===== src/pwli_pkg.sv =====
package pwli_pkg;

	localparam int MAX_POINTS = 16;
	localparam int PT_W       = $clog2(MAX_POINTS);
	localparam int CNT_W      = $clog2(MAX_POINTS + 1);
	localparam int IDX_W      = 4;
	localparam int DATA_W     = 32;
	localparam int DIFF_W     = DATA_W + 1;
	localparam int PROD_W     = 2 * DATA_W;
	localparam int DIV_CYCLES = PROD_W / 2;
	localparam int DIV_CNT_W  = $clog2(DIV_CYCLES);
	localparam int CFG_W      = 5;
	localparam int CFG_IDX_W  = 2;

	typedef enum logic {
		FUNC_WRITE  = 1'b0,
		FUNC_LOOKUP = 1'b1
	} func_t;

	typedef enum logic [CFG_IDX_W-1:0] {
		REG_POINT_COUNT = 2'd0,
		REG_EDGE_MODE   = 2'd1
	} cfg_reg_t;

	typedef enum logic [1:0] {
		EDGE_ERROR  = 2'd0,
		EDGE_CLIP   = 2'd1,
		EDGE_EXTRAP = 2'd2
	} edge_mode_t;

	typedef enum logic [2:0] {
		ST_IDLE,
		ST_LOAD,
		ST_WALK,
		ST_DIFF,
		ST_SCALE,
		ST_DIV,
		ST_FINISH
	} state_t;

	typedef enum logic [1:0] {
		MD_IDLE,
		MD_MUL,
		MD_RUN,
		MD_ROUND
	} md_state_t;

	typedef struct packed {
		logic              start;
		logic [DATA_W-1:0] mag_a;
		logic [DATA_W-1:0] mag_b;
		logic [DATA_W-1:0] den;
	} md_req_t;

	typedef struct packed {
		logic              done;
		logic [DATA_W-1:0] quot;
	} md_rsp_t;

endpackage


===== src/pwli_table.sv =====
module pwli_table (
	input  logic                               clk,
	input  logic                               we,
	input  logic [pwli_pkg::PT_W-1:0]          waddr,
	input  logic signed [pwli_pkg::DATA_W-1:0] wx,
	input  logic signed [pwli_pkg::DATA_W-1:0] wy,
	input  logic                               re,
	input  logic [pwli_pkg::PT_W-1:0]          raddr,
	output logic signed [pwli_pkg::DATA_W-1:0] rx,
	output logic signed [pwli_pkg::DATA_W-1:0] ry
);

	logic signed [pwli_pkg::DATA_W-1:0] x_mem [pwli_pkg::MAX_POINTS];
	logic signed [pwli_pkg::DATA_W-1:0] y_mem [pwli_pkg::MAX_POINTS];

	always_ff @(posedge clk) begin
		if (we) begin
			x_mem[waddr] <= wx;
			y_mem[waddr] <= wy;
		end
	end

	always_ff @(posedge clk) begin
		if (re) begin
			rx <= x_mem[raddr];
			ry <= y_mem[raddr];
		end
	end

endmodule


===== config.mk =====
export PLATFORM = sky130hd
export DESIGN_NAME = pwli_table
export DESIGN_NICKNAME = d
export VERILOG_FILES = /design/src/pwli_pkg.sv /design/src/pwli_table.sv
export SDC_FILE = /design/constraint.sdc
export NUM_CORES = 1
export LEC_CHECK = 0
export BUFFER_PORTS_ARGS = -buffer_cell sky130_fd_sc_hd__buf_2
export CAP_MARGIN = 20
export CORE_UTILIZATION = 50
export DETAILED_ROUTE_END_ITERATION = 10
export GPL_ROUTABILITY_DRIVEN = 0
export PLACE_DENSITY_LB_ADDON = 0.05
export SLEW_MARGIN = 20
export SYNTH_ARGS = -nofsm -noshare
export SYNTH_HDL_FRONTEND = slang
export SYNTH_SLANG_ARGS = --single-unit

===== constraint.sdc =====
create_clock -name clk -period 17.5 [get_ports clk]
set_clock_uncertainty 0.05 [all_clocks]
set_input_delay 0.875 -clock clk [delete_from_list [all_inputs] [get_ports clk]]
set_output_delay 0.875 -clock clk [all_outputs]
set_load 0.005 [all_outputs]

==> impl_metrics.env <==
export IMPL_fill_cells=5765
export IMPL_finalCritPeriodShare=0.214
export IMPL_drive_gt1_frac=0.316
export IMPL_start_util=0.507
export IMPL_gr_max_usage_layer="met2"
export IMPL_cts_root_buf="clkbuf_16"
export IMPL_cts_hold_buffers=0
export IMPL_cp_arrival_ns=4.10
export IMPL_hold_viol=0
export IMPL_die_h_um=286
export IMPL_grt_use_total=0.230
export IMPL_num_io_pins=139
export IMPL_cts_setup_buffers=0
export IMPL_drc=0
export IMPL_gr_usage_met3=0.0428
export IMPL_synth_seq_cells=1088
export IMPL_die_x_um=286
export IMPL_htree_levels=3
export IMPL_first_pass_iters=5
export IMPL_clk_pin_slew_ns=0.06
export IMPL_overflow=0
export IMPL_power_mw=5.61
export IMPL_via_per_inst=6.06
export IMPL_core_rowCount=103
export IMPL_portBuffers=138
export IMPL_synth_top_family_by_area="multiplexers"
export IMPL_outcome="complete, no violations"
export IMPL_post_synth_top_area_cell="edfxtp_1"
export IMPL_clock_sinks=1088
export IMPL_leakagePower_nw=14.7
export IMPL_synth_top_area_share=0.812
export IMPL_dieArea_mm2=0.0816
export IMPL_path_class="in -> reg"
export IMPL_use_met2=0.374
export IMPL_area_growth_pct=14.5
export IMPL_avgSynthCellArea_um2=24.4
export IMPL_grt_util_met1=0.330
export IMPL_tns_ns=0
export IMPL_worstSetupEndpointType="register"
export IMPL_cts_tree="done"
export IMPL_min_period_ns=3.75
export IMPL_worstPathRequired_ns=17.85
export IMPL_fin_hold_ws_ns=0.528
export IMPL_synthAdderAreaFrac=0
export IMPL_worst_slew_pin_slew_ns=1.11
export IMPL_maxCapViolCount=0
export IMPL_fin_nets=1930
export IMPL_ant_nets=0
export IMPL_syn_nets=1722
export IMPL_place_hpwl_um=43000
export IMPL_startpoint_type="primary input"
export IMPL_seq_area_frac_synth=0.812
export IMPL_first_iter_violations=1690
export IMPL_yosys_mux_area_fraction=0.143
export IMPL_synthTopCellsByArea="edfxtp_1 (81%), mux4_2 (14%), a22oi_1 (2.4%)"
export IMPL_grt_max_degree=111
export IMPL_antenna_found_initial=9
export IMPL_cts_buffer_depth=3
export IMPL_yosys_area_share_simple=0.00927
export IMPL_stdcell_count=2998
export IMPL_ys_warn_count=0
export IMPL_syn_inst=1647
export IMPL_synth_xor_area_frac=0
export IMPL_ir_drop_v=0.0000930
export IMPL_slew_violations=0
export IMPL_hp_class="in -> reg"
export IMPL_vias=18200
export IMPL_grt_pass1_wl_um=133000
export IMPL_cp_max_fo=110
export IMPL_max_slew_margin=0.259
export IMPL_fmax_mhz=267
export IMPL_finalSetupViolCount=0
export IMPL_cts_buffers=111
export IMPL_core_mm2=0.0793
export IMPL_post_cts_resized=0
export IMPL_power_per_cell_area_mw_per_mm2=122
export IMPL_wl_um=92100
export IMPL_syn_cell_area_mm2=0.0402
export IMPL_dp_cells=2792
export IMPL_ys_types=17
export IMPL_wire_per_inst_um=30.7
export IMPL_clk_latency_ns=0.66
export IMPL_rsz0062_at_grt="no"
export IMPL_synth_compound_area_frac=0.0239
export IMPL_grt_pass1_vias=19200
## worst max-delay path, cell delays in order
cell and delay [ns]:
buf_8 0.57, buf_4 0.83, buf_12 0.74, mux4_2 0.60
a22oi_1 0.22, nand2_1 0.08
## layout make-up
type / instances / area [um^2] / share of cell area
Clock buffer: 134 / 2970 / 0.0645
Multi-Input combinational cell: 475 / 7230 / 0.157
Antenna cell: 1 / 2.50 / 0.0000544
Sequential cell: 1088 / 32700 / 0.710
Timing Repair Buffer: 179 / 1070 / 0.0233
Clock inverter: 71 / 773 / 0.0168
Tap cell: 1050 / 1310 / 0.0285
## layer usage
| metal | routed length [um] | part of all wire |
|---|---|---|
| met3 | 5710 | 0.062 |
| met4 | 1650 | 0.018 |
| met2 | 45700 | 0.50 |
| met5 | 46 | 0.00050 |
| met1 | 39000 | 0.42 |
## stage by stage
stage | worst slack [ns] | instance area (um^2) | utilization
detailed placement | 12.87 | 42300 | 0.534
finish | 13.75 | 46000 | 0.581
global route | 13.38 | 46000 | 0.581
floorplan | 11.15 | 40200 | -
CTS | 13.59 | 46000 | 0.581
global placement | 12.85 | 42200 | 0.533
## flip-flops by register name (all words and copies together), names as in the netlist
register  cells
rx           32
ry           32
x_mem       512
y_mem       512
## final timing paths
check / start / endpoint / slack (ns) / cells after the start
min: wx[9] / x_mem[2][9] / 0.53 / 1
max: raddr[0] / ry[2] / 13.75 / 6
max reg2reg: x_mem[10][0] / rx[0] / 15.98 / 3
min reg2reg: x_mem[14][20] / rx[20] / 0.69 / 3
## synthesized netlist by cell type
cell type     n
nor2b_1       2
mux4_2      256
a22oi_1     128
nor3_1        4
edfxtp_1   1088
nand2b_1      2
buf_2        10
nand3b_1      2
buf_6         6
buf_1        10
nand3_1       1
clkbuf_1     39
nand2_1      65
or3b_2        1
and2_1        1
buf_4        19
nor2_1       13
## cells by family after synthesis
logic type | count (synthesis)
DFF | 1088
muxes | 256
AOI/OAI and AO/OA | 128
and+or+nand+nor | 91
buffers and inverters | 84
## power by group
group / internal (mW) / switching (mW)
registers: 2.94 / 0.0172
logic: 0.0971 / 0.147
clock network: 1.45 / 0.961
## cell usage in the layout, fill, tap and decap left out, types with 2 or more instances in the layout
cell	n
a22oi_1	128
buf_16	2
buf_2	135
buf_4	39
buf_8	2
bufinv_16	17
clkbuf_1	18
clkbuf_16	116
clkinv_1	27
clkinv_2	21
clkinvlp_4	3
edfxtp_1	1088
mux4_2	256
nand2_1	65
nand2b_1	2
nand3b_1	2
nor2_4	13
nor2b_4	2
nor3_2	4
Note: power is estimated with default switching activity, not from simulation.
