==> config.mk <==
export PLATFORM = sky130hd
export DESIGN_NAME = pwli_muldiv
export DESIGN_NICKNAME = d
export VERILOG_FILES = /design/src/pwli_pkg.sv /design/src/pwli_muldiv.sv
export SDC_FILE = /design/constraint.sdc
export NUM_CORES = 2
export LEC_CHECK = 0
export BUFFER_PORTS_ARGS = -buffer_cell sky130_fd_sc_hd__buf_2
export CAP_MARGIN = 20
export CORE_AREA = 8 8 244 304
export DETAILED_ROUTE_END_ITERATION = 6
export DIE_AREA = 0 0 252 312
export GPL_TIMING_DRIVEN = 0
export PLACE_DENSITY = 0.85
export SYNTH_ARGS = -nofsm -noshare
export SYNTH_HDL_FRONTEND = slang
export SYNTH_SLANG_ARGS = --single-unit
==> constraint.sdc <==
create_clock -name clk -period 11.67 [get_ports clk]
set_input_delay 2.334 -clock clk [delete_from_list [all_inputs] [get_ports clk]]
set_output_delay 2.334 -clock clk [all_outputs]
set_load 0.05 [all_outputs]
==> src/pwli_pkg.sv <==
package pwli_pkg;

	localparam int MAX_POINTS = 16;
	localparam int PT_W       = $clog2(MAX_POINTS);
	localparam int CNT_W      = $clog2(MAX_POINTS + 1);
	localparam int IDX_W      = 4;
	localparam int DATA_W     = 32;
	localparam int DIFF_W     = DATA_W + 1;
	localparam int PROD_W     = 2 * DATA_W;
	localparam int DIV_CYCLES = PROD_W / 2;
	localparam int DIV_CNT_W  = $clog2(DIV_CYCLES);
	localparam int CFG_W      = 5;
	localparam int CFG_IDX_W  = 2;

	typedef enum logic {
		FUNC_WRITE  = 1'b0,
		FUNC_LOOKUP = 1'b1
	} func_t;

	typedef enum logic [CFG_IDX_W-1:0] {
		REG_POINT_COUNT = 2'd0,
		REG_EDGE_MODE   = 2'd1
	} cfg_reg_t;

	typedef enum logic [1:0] {
		EDGE_ERROR  = 2'd0,
		EDGE_CLIP   = 2'd1,
		EDGE_EXTRAP = 2'd2
	} edge_mode_t;

	typedef enum logic [2:0] {
		ST_IDLE,
		ST_LOAD,
		ST_WALK,
		ST_DIFF,
		ST_SCALE,
		ST_DIV,
		ST_FINISH
	} state_t;

	typedef enum logic [1:0] {
		MD_IDLE,
		MD_MUL,
		MD_RUN,
		MD_ROUND
	} md_state_t;

	typedef struct packed {
		logic              start;
		logic [DATA_W-1:0] mag_a;
		logic [DATA_W-1:0] mag_b;
		logic [DATA_W-1:0] den;
	} md_req_t;

	typedef struct packed {
		logic              done;
		logic [DATA_W-1:0] quot;
	} md_rsp_t;

endpackage

==> src/pwli_muldiv.sv <==
module pwli_muldiv (
	input  logic              clk,
	input  logic              arst_n,
	input  pwli_pkg::md_req_t md_req,
	output pwli_pkg::md_rsp_t md_rsp
);

	localparam int DW = pwli_pkg::DATA_W;

	pwli_pkg::md_state_t state_q, state_d;

	logic [DW-1:0]                  a_q, b_q, den_q;
	logic [pwli_pkg::PROD_W-1:0]    dvd_q;
	logic [DW-1:0]                  rem_q;
	logic [pwli_pkg::DIV_CNT_W-1:0] cnt_q;
	logic [DW-1:0]                  quot_q;
	logic                           done_q;

	logic [DW:0]                 r1, r1s, r2, r2s;
	logic                        q1, q2;
	logic [DW-1:0]               rem1, rem2;
	logic [pwli_pkg::PROD_W-1:0] d1, d2;
	logic                        rnd_up;
	logic                        last_step;

	// two restoring steps per cycle
	always_comb begin
		r1   = {rem_q, dvd_q[pwli_pkg::PROD_W-1]};
		q1   = r1 >= {1'b0, den_q};
		r1s  = q1 ? r1 - {1'b0, den_q} : r1;
		rem1 = r1s[DW-1:0];
		d1   = {dvd_q[pwli_pkg::PROD_W-2:0], q1};
		r2   = {rem1, d1[pwli_pkg::PROD_W-1]};
		q2   = r2 >= {1'b0, den_q};
		r2s  = q2 ? r2 - {1'b0, den_q} : r2;
		rem2 = r2s[DW-1:0];
		d2   = {d1[pwli_pkg::PROD_W-2:0], q2};
	end

	assign rnd_up    = {rem_q, 1'b0} >= {1'b0, den_q};
	assign last_step = cnt_q == pwli_pkg::DIV_CNT_W'(pwli_pkg::DIV_CYCLES - 1);

	always_comb begin
		state_d = state_q;
		unique case (state_q)
			pwli_pkg::MD_IDLE:  if (md_req.start) state_d = pwli_pkg::MD_MUL;
			pwli_pkg::MD_MUL:   state_d = pwli_pkg::MD_RUN;
			pwli_pkg::MD_RUN:   if (last_step) state_d = pwli_pkg::MD_ROUND;
			pwli_pkg::MD_ROUND: state_d = pwli_pkg::MD_IDLE;
			default:            state_d = pwli_pkg::MD_IDLE;
		endcase
	end

	always_ff @(posedge clk or negedge arst_n) begin
		if (!arst_n) begin
			state_q <= pwli_pkg::MD_IDLE;
			done_q  <= 1'b0;
		end else begin
			state_q <= state_d;
			done_q  <= state_q == pwli_pkg::MD_ROUND;
		end
	end

	always_ff @(posedge clk) begin
		case (state_q)
			pwli_pkg::MD_IDLE: begin
				a_q   <= md_req.mag_a;
				b_q   <= md_req.mag_b;
				den_q <= md_req.den;
			end
			pwli_pkg::MD_MUL: begin
				dvd_q <= a_q * b_q;
				rem_q <= '0;
				cnt_q <= '0;
			end
			pwli_pkg::MD_RUN: begin
				dvd_q <= d2;
				rem_q <= rem2;
				cnt_q <= cnt_q + pwli_pkg::DIV_CNT_W'(1);
			end
			pwli_pkg::MD_ROUND: begin
				// ties round away from zero on the magnitude
				quot_q <= dvd_q[DW-1:0] + DW'(rnd_up);
			end
			default: begin
			end
		endcase
	end

	assign md_rsp.done = done_q;
	assign md_rsp.quot = quot_q;

endmodule

==> reports/metrics.cfg <==
[run_status]
outcome = completed

[die]
io_pins = 132
placementRows = 108
core-area_sq_um = 69190
start_util = 0.6634
die_y_um = 312
die_w_um = 252
dieArea_sq_um = 78620

[worst_setup_path]
startpoint_type = flip-flop
cp_top_family = adder cells
endpoint_kind = flip-flop
worst-path-max-fanout = 10
cp_common_cell = fa_1
required_ns = 12.02
max_stage_delay_ns = 0.95
critPathKind = flip-flop to flip-flop
critPathSlowestCell = clkbuf_1
cp_data_arrival_time_ns = 10.45
crit_buf_inv = 5

[timing]
setup_tns_ns = 0
period_needed_ns = 10.10
drv_slew = 0
hold_viol = 0
setup_viol = 0
setup_ws_ns = 1.574
timing.final.crit_share = 0.8651
max_freq_mhz = 99.05
finClkSkew_ns = 0.03763
max_slew_margin = 0.1704
tightestPinTransition_ns = 1.244
rsz0062_at_grt = no

[synthesis]
synth_cell_types = 87
netlist_top_cells_count = 908 x inv_1, 898 x fa_1, 623 x nand2_1, 603 x and2_1, 335 x ha_1
yosysMostFrequentCell = inv_1
synth-edff-count = 229
synth_largest_area_cell = fa_1
syn_nets = 6133
synthCells = 4801
synth_area_sq_um = 45900
synth_async_sr_flop_share = 0.01293
synthTopCellsByArea = fa_1 39%, edfxtp_1 15%, ha_1 9.1%, and2_1 8.2%, inv_1 7.4%
synth_warnings = 0
synth_top_area_frac = 0.3917
seq_area_frac_synth = 0.1515
synth_ff_type = edfxtp_1
syn_area_per_cell_sq_um = 9.560
ys_ff_latch = 232

[cts]
cts_buffers = 29
path_clk_slew_ns = 0.06
cts-hold-fix-buffers = 0
cts.sinks = 232
cts_buffer_depth = 3
htree_num_levels = 1
cts_root_buffer = clkbuf_16
insertion_delay_ns = 0.63
cts_setup_buffers = 0
cts_tree = done
postCtsResizedCells = 0

[layout]
nets = 6300
fin_area_sq_um = 48770
multi_input_area_sq_um = 34450
area_delta_synth_final_pct = 6.259
seq_area_sq_um = 6952
utilization = 0.7049
nFillCells = 5428
final_layout_size_suffix_gt1_frac = 0.04991

[grt]
grt.overflow.total = 0
grtUsageTotal = 0.4032
grt_pass1_wl_mm = 233.0
grt_pass1_vias = 37773
grt_antenna_before_repair = 14
grt_max_degree = 71

[drt]
drt_iter0_markers = 3157
dr_total_vias = 35880
ant_nets = 0
wire_per_inst_um = 26.49
drt-total-wl_mm = 157.2
first_pass_iters = 6
drc = 0
vias_per_cell = 6.049

[placement]
placed_cell_area_sq_um = 47830
io_buffers = 131
dp_slack_ns = 1.890
dp_hpwl_mm = 129.8
gp_congestion = 1.055

[job]
max_cap_violations = 0

[hold_path]
hp-class = flip-flop to flip-flop

[state kept, by name (all words and copies together) (netlist names)]
register and cells:
b_q 32, state_q 2, done_q 1, den_q 32
dvd_q 64, quot_q 32, cnt_q 5, a_q 32
rem_q 32
[worst min-delay path, delay by kind of cell, from the launching register on]
family | cells | cell delay, ns
AO/OA/AOI/OAI | 1 | 0.06
flip-flops | 1 | 0.32
AND/OR/NAND/NOR | 1 | 0.05
[layout make-up]
class                           count  share of cell area
Buffer                            257             0.02258
Clock buffer                       32             0.01511
Tap cell                          935             0.02399
Antenna cell                        8           0.0004105
Inverter                          908             0.06988
Clock inverter                     20            0.003463
Timing Repair Buffer              136             0.01568
Multi-Input combinational cell   3404              0.7064
Sequential cell                   232              0.1425
[metal layers]
layer,global-route usage,vias up,share of wire
li1,-,15146,-
met1,0.4701,17699,0.34
met2,0.6408,2344,0.45
met3,0.1003,689,0.11
met4,0.3045,2,0.097
met5,0,-,0.000076
[kinds of logic (layout without fill, tap and decap cells)]
| kind of cell | count (synthesis) | count (layout) | share of synthesized area |
|---|---|---|---|
| mux | 23 | 23 | 0.005288 |
| other cells | 0 | 8 | 0 |
| simple gates | 1505 | 1505 | 0.1663 |
| buf+inv | 1165 | 1353 | 0.09825 |
| flops | 232 | 232 | 0.1515 |
| compound gates | 500 | 500 | 0.06837 |
| xor+xnor | 143 | 143 | 0.02729 |
| fa+ha+maj | 1233 | 1233 | 0.4830 |
[path summary, 6_finish.rpt]
check / start / endpoint / slack (ns) / depth (start not counted)
max: a_q[7] / dvd_q[62] / 1.57 / 25
max reg2reg: a_q[7] / dvd_q[62] / 1.57 / 25
min: dvd_q[35] / dvd_q[37] / 0.51 / 2
max in group asynchronous: arst_n / done_q / 10.03 / 1
min in group asynchronous: arst_n / state_q[0] / 1.52 / 1
min reg2reg: dvd_q[35] / dvd_q[37] / 0.51 / 2
[cells in the final DEF (no fill, tap or decap), types with 19 or more instances in the layout]
master     instances
nor3_1            19
xnor2_1           90
buf_2            142
fa_1             898
nand3_1           55
ha_1             334
nand2_1          623
nand4_1           28
nor2_1            84
clkbuf_16         29
xor2_1            53
a21oi_1          137
inv_1            908
o21ai_0          145
clkbuf_1         228
and3_1            21
a21o_1            52
and2_1           603
edfxtp_1         229
[stage by stage]
stage	hold WS, ns	cells
5_1_grt	0.5574	5925
3_3_place_gp	0.5120	5867
3_5_place_dp	0.5240	5871
2_1_floorplan	0.4984	4801
6_report	0.5132	5932
4_1_cts	0.5390	5923
Power is left out: the tool's default activity adds up to more than one toggle a clock period on the data nets, which glitch-free logic cannot reach.
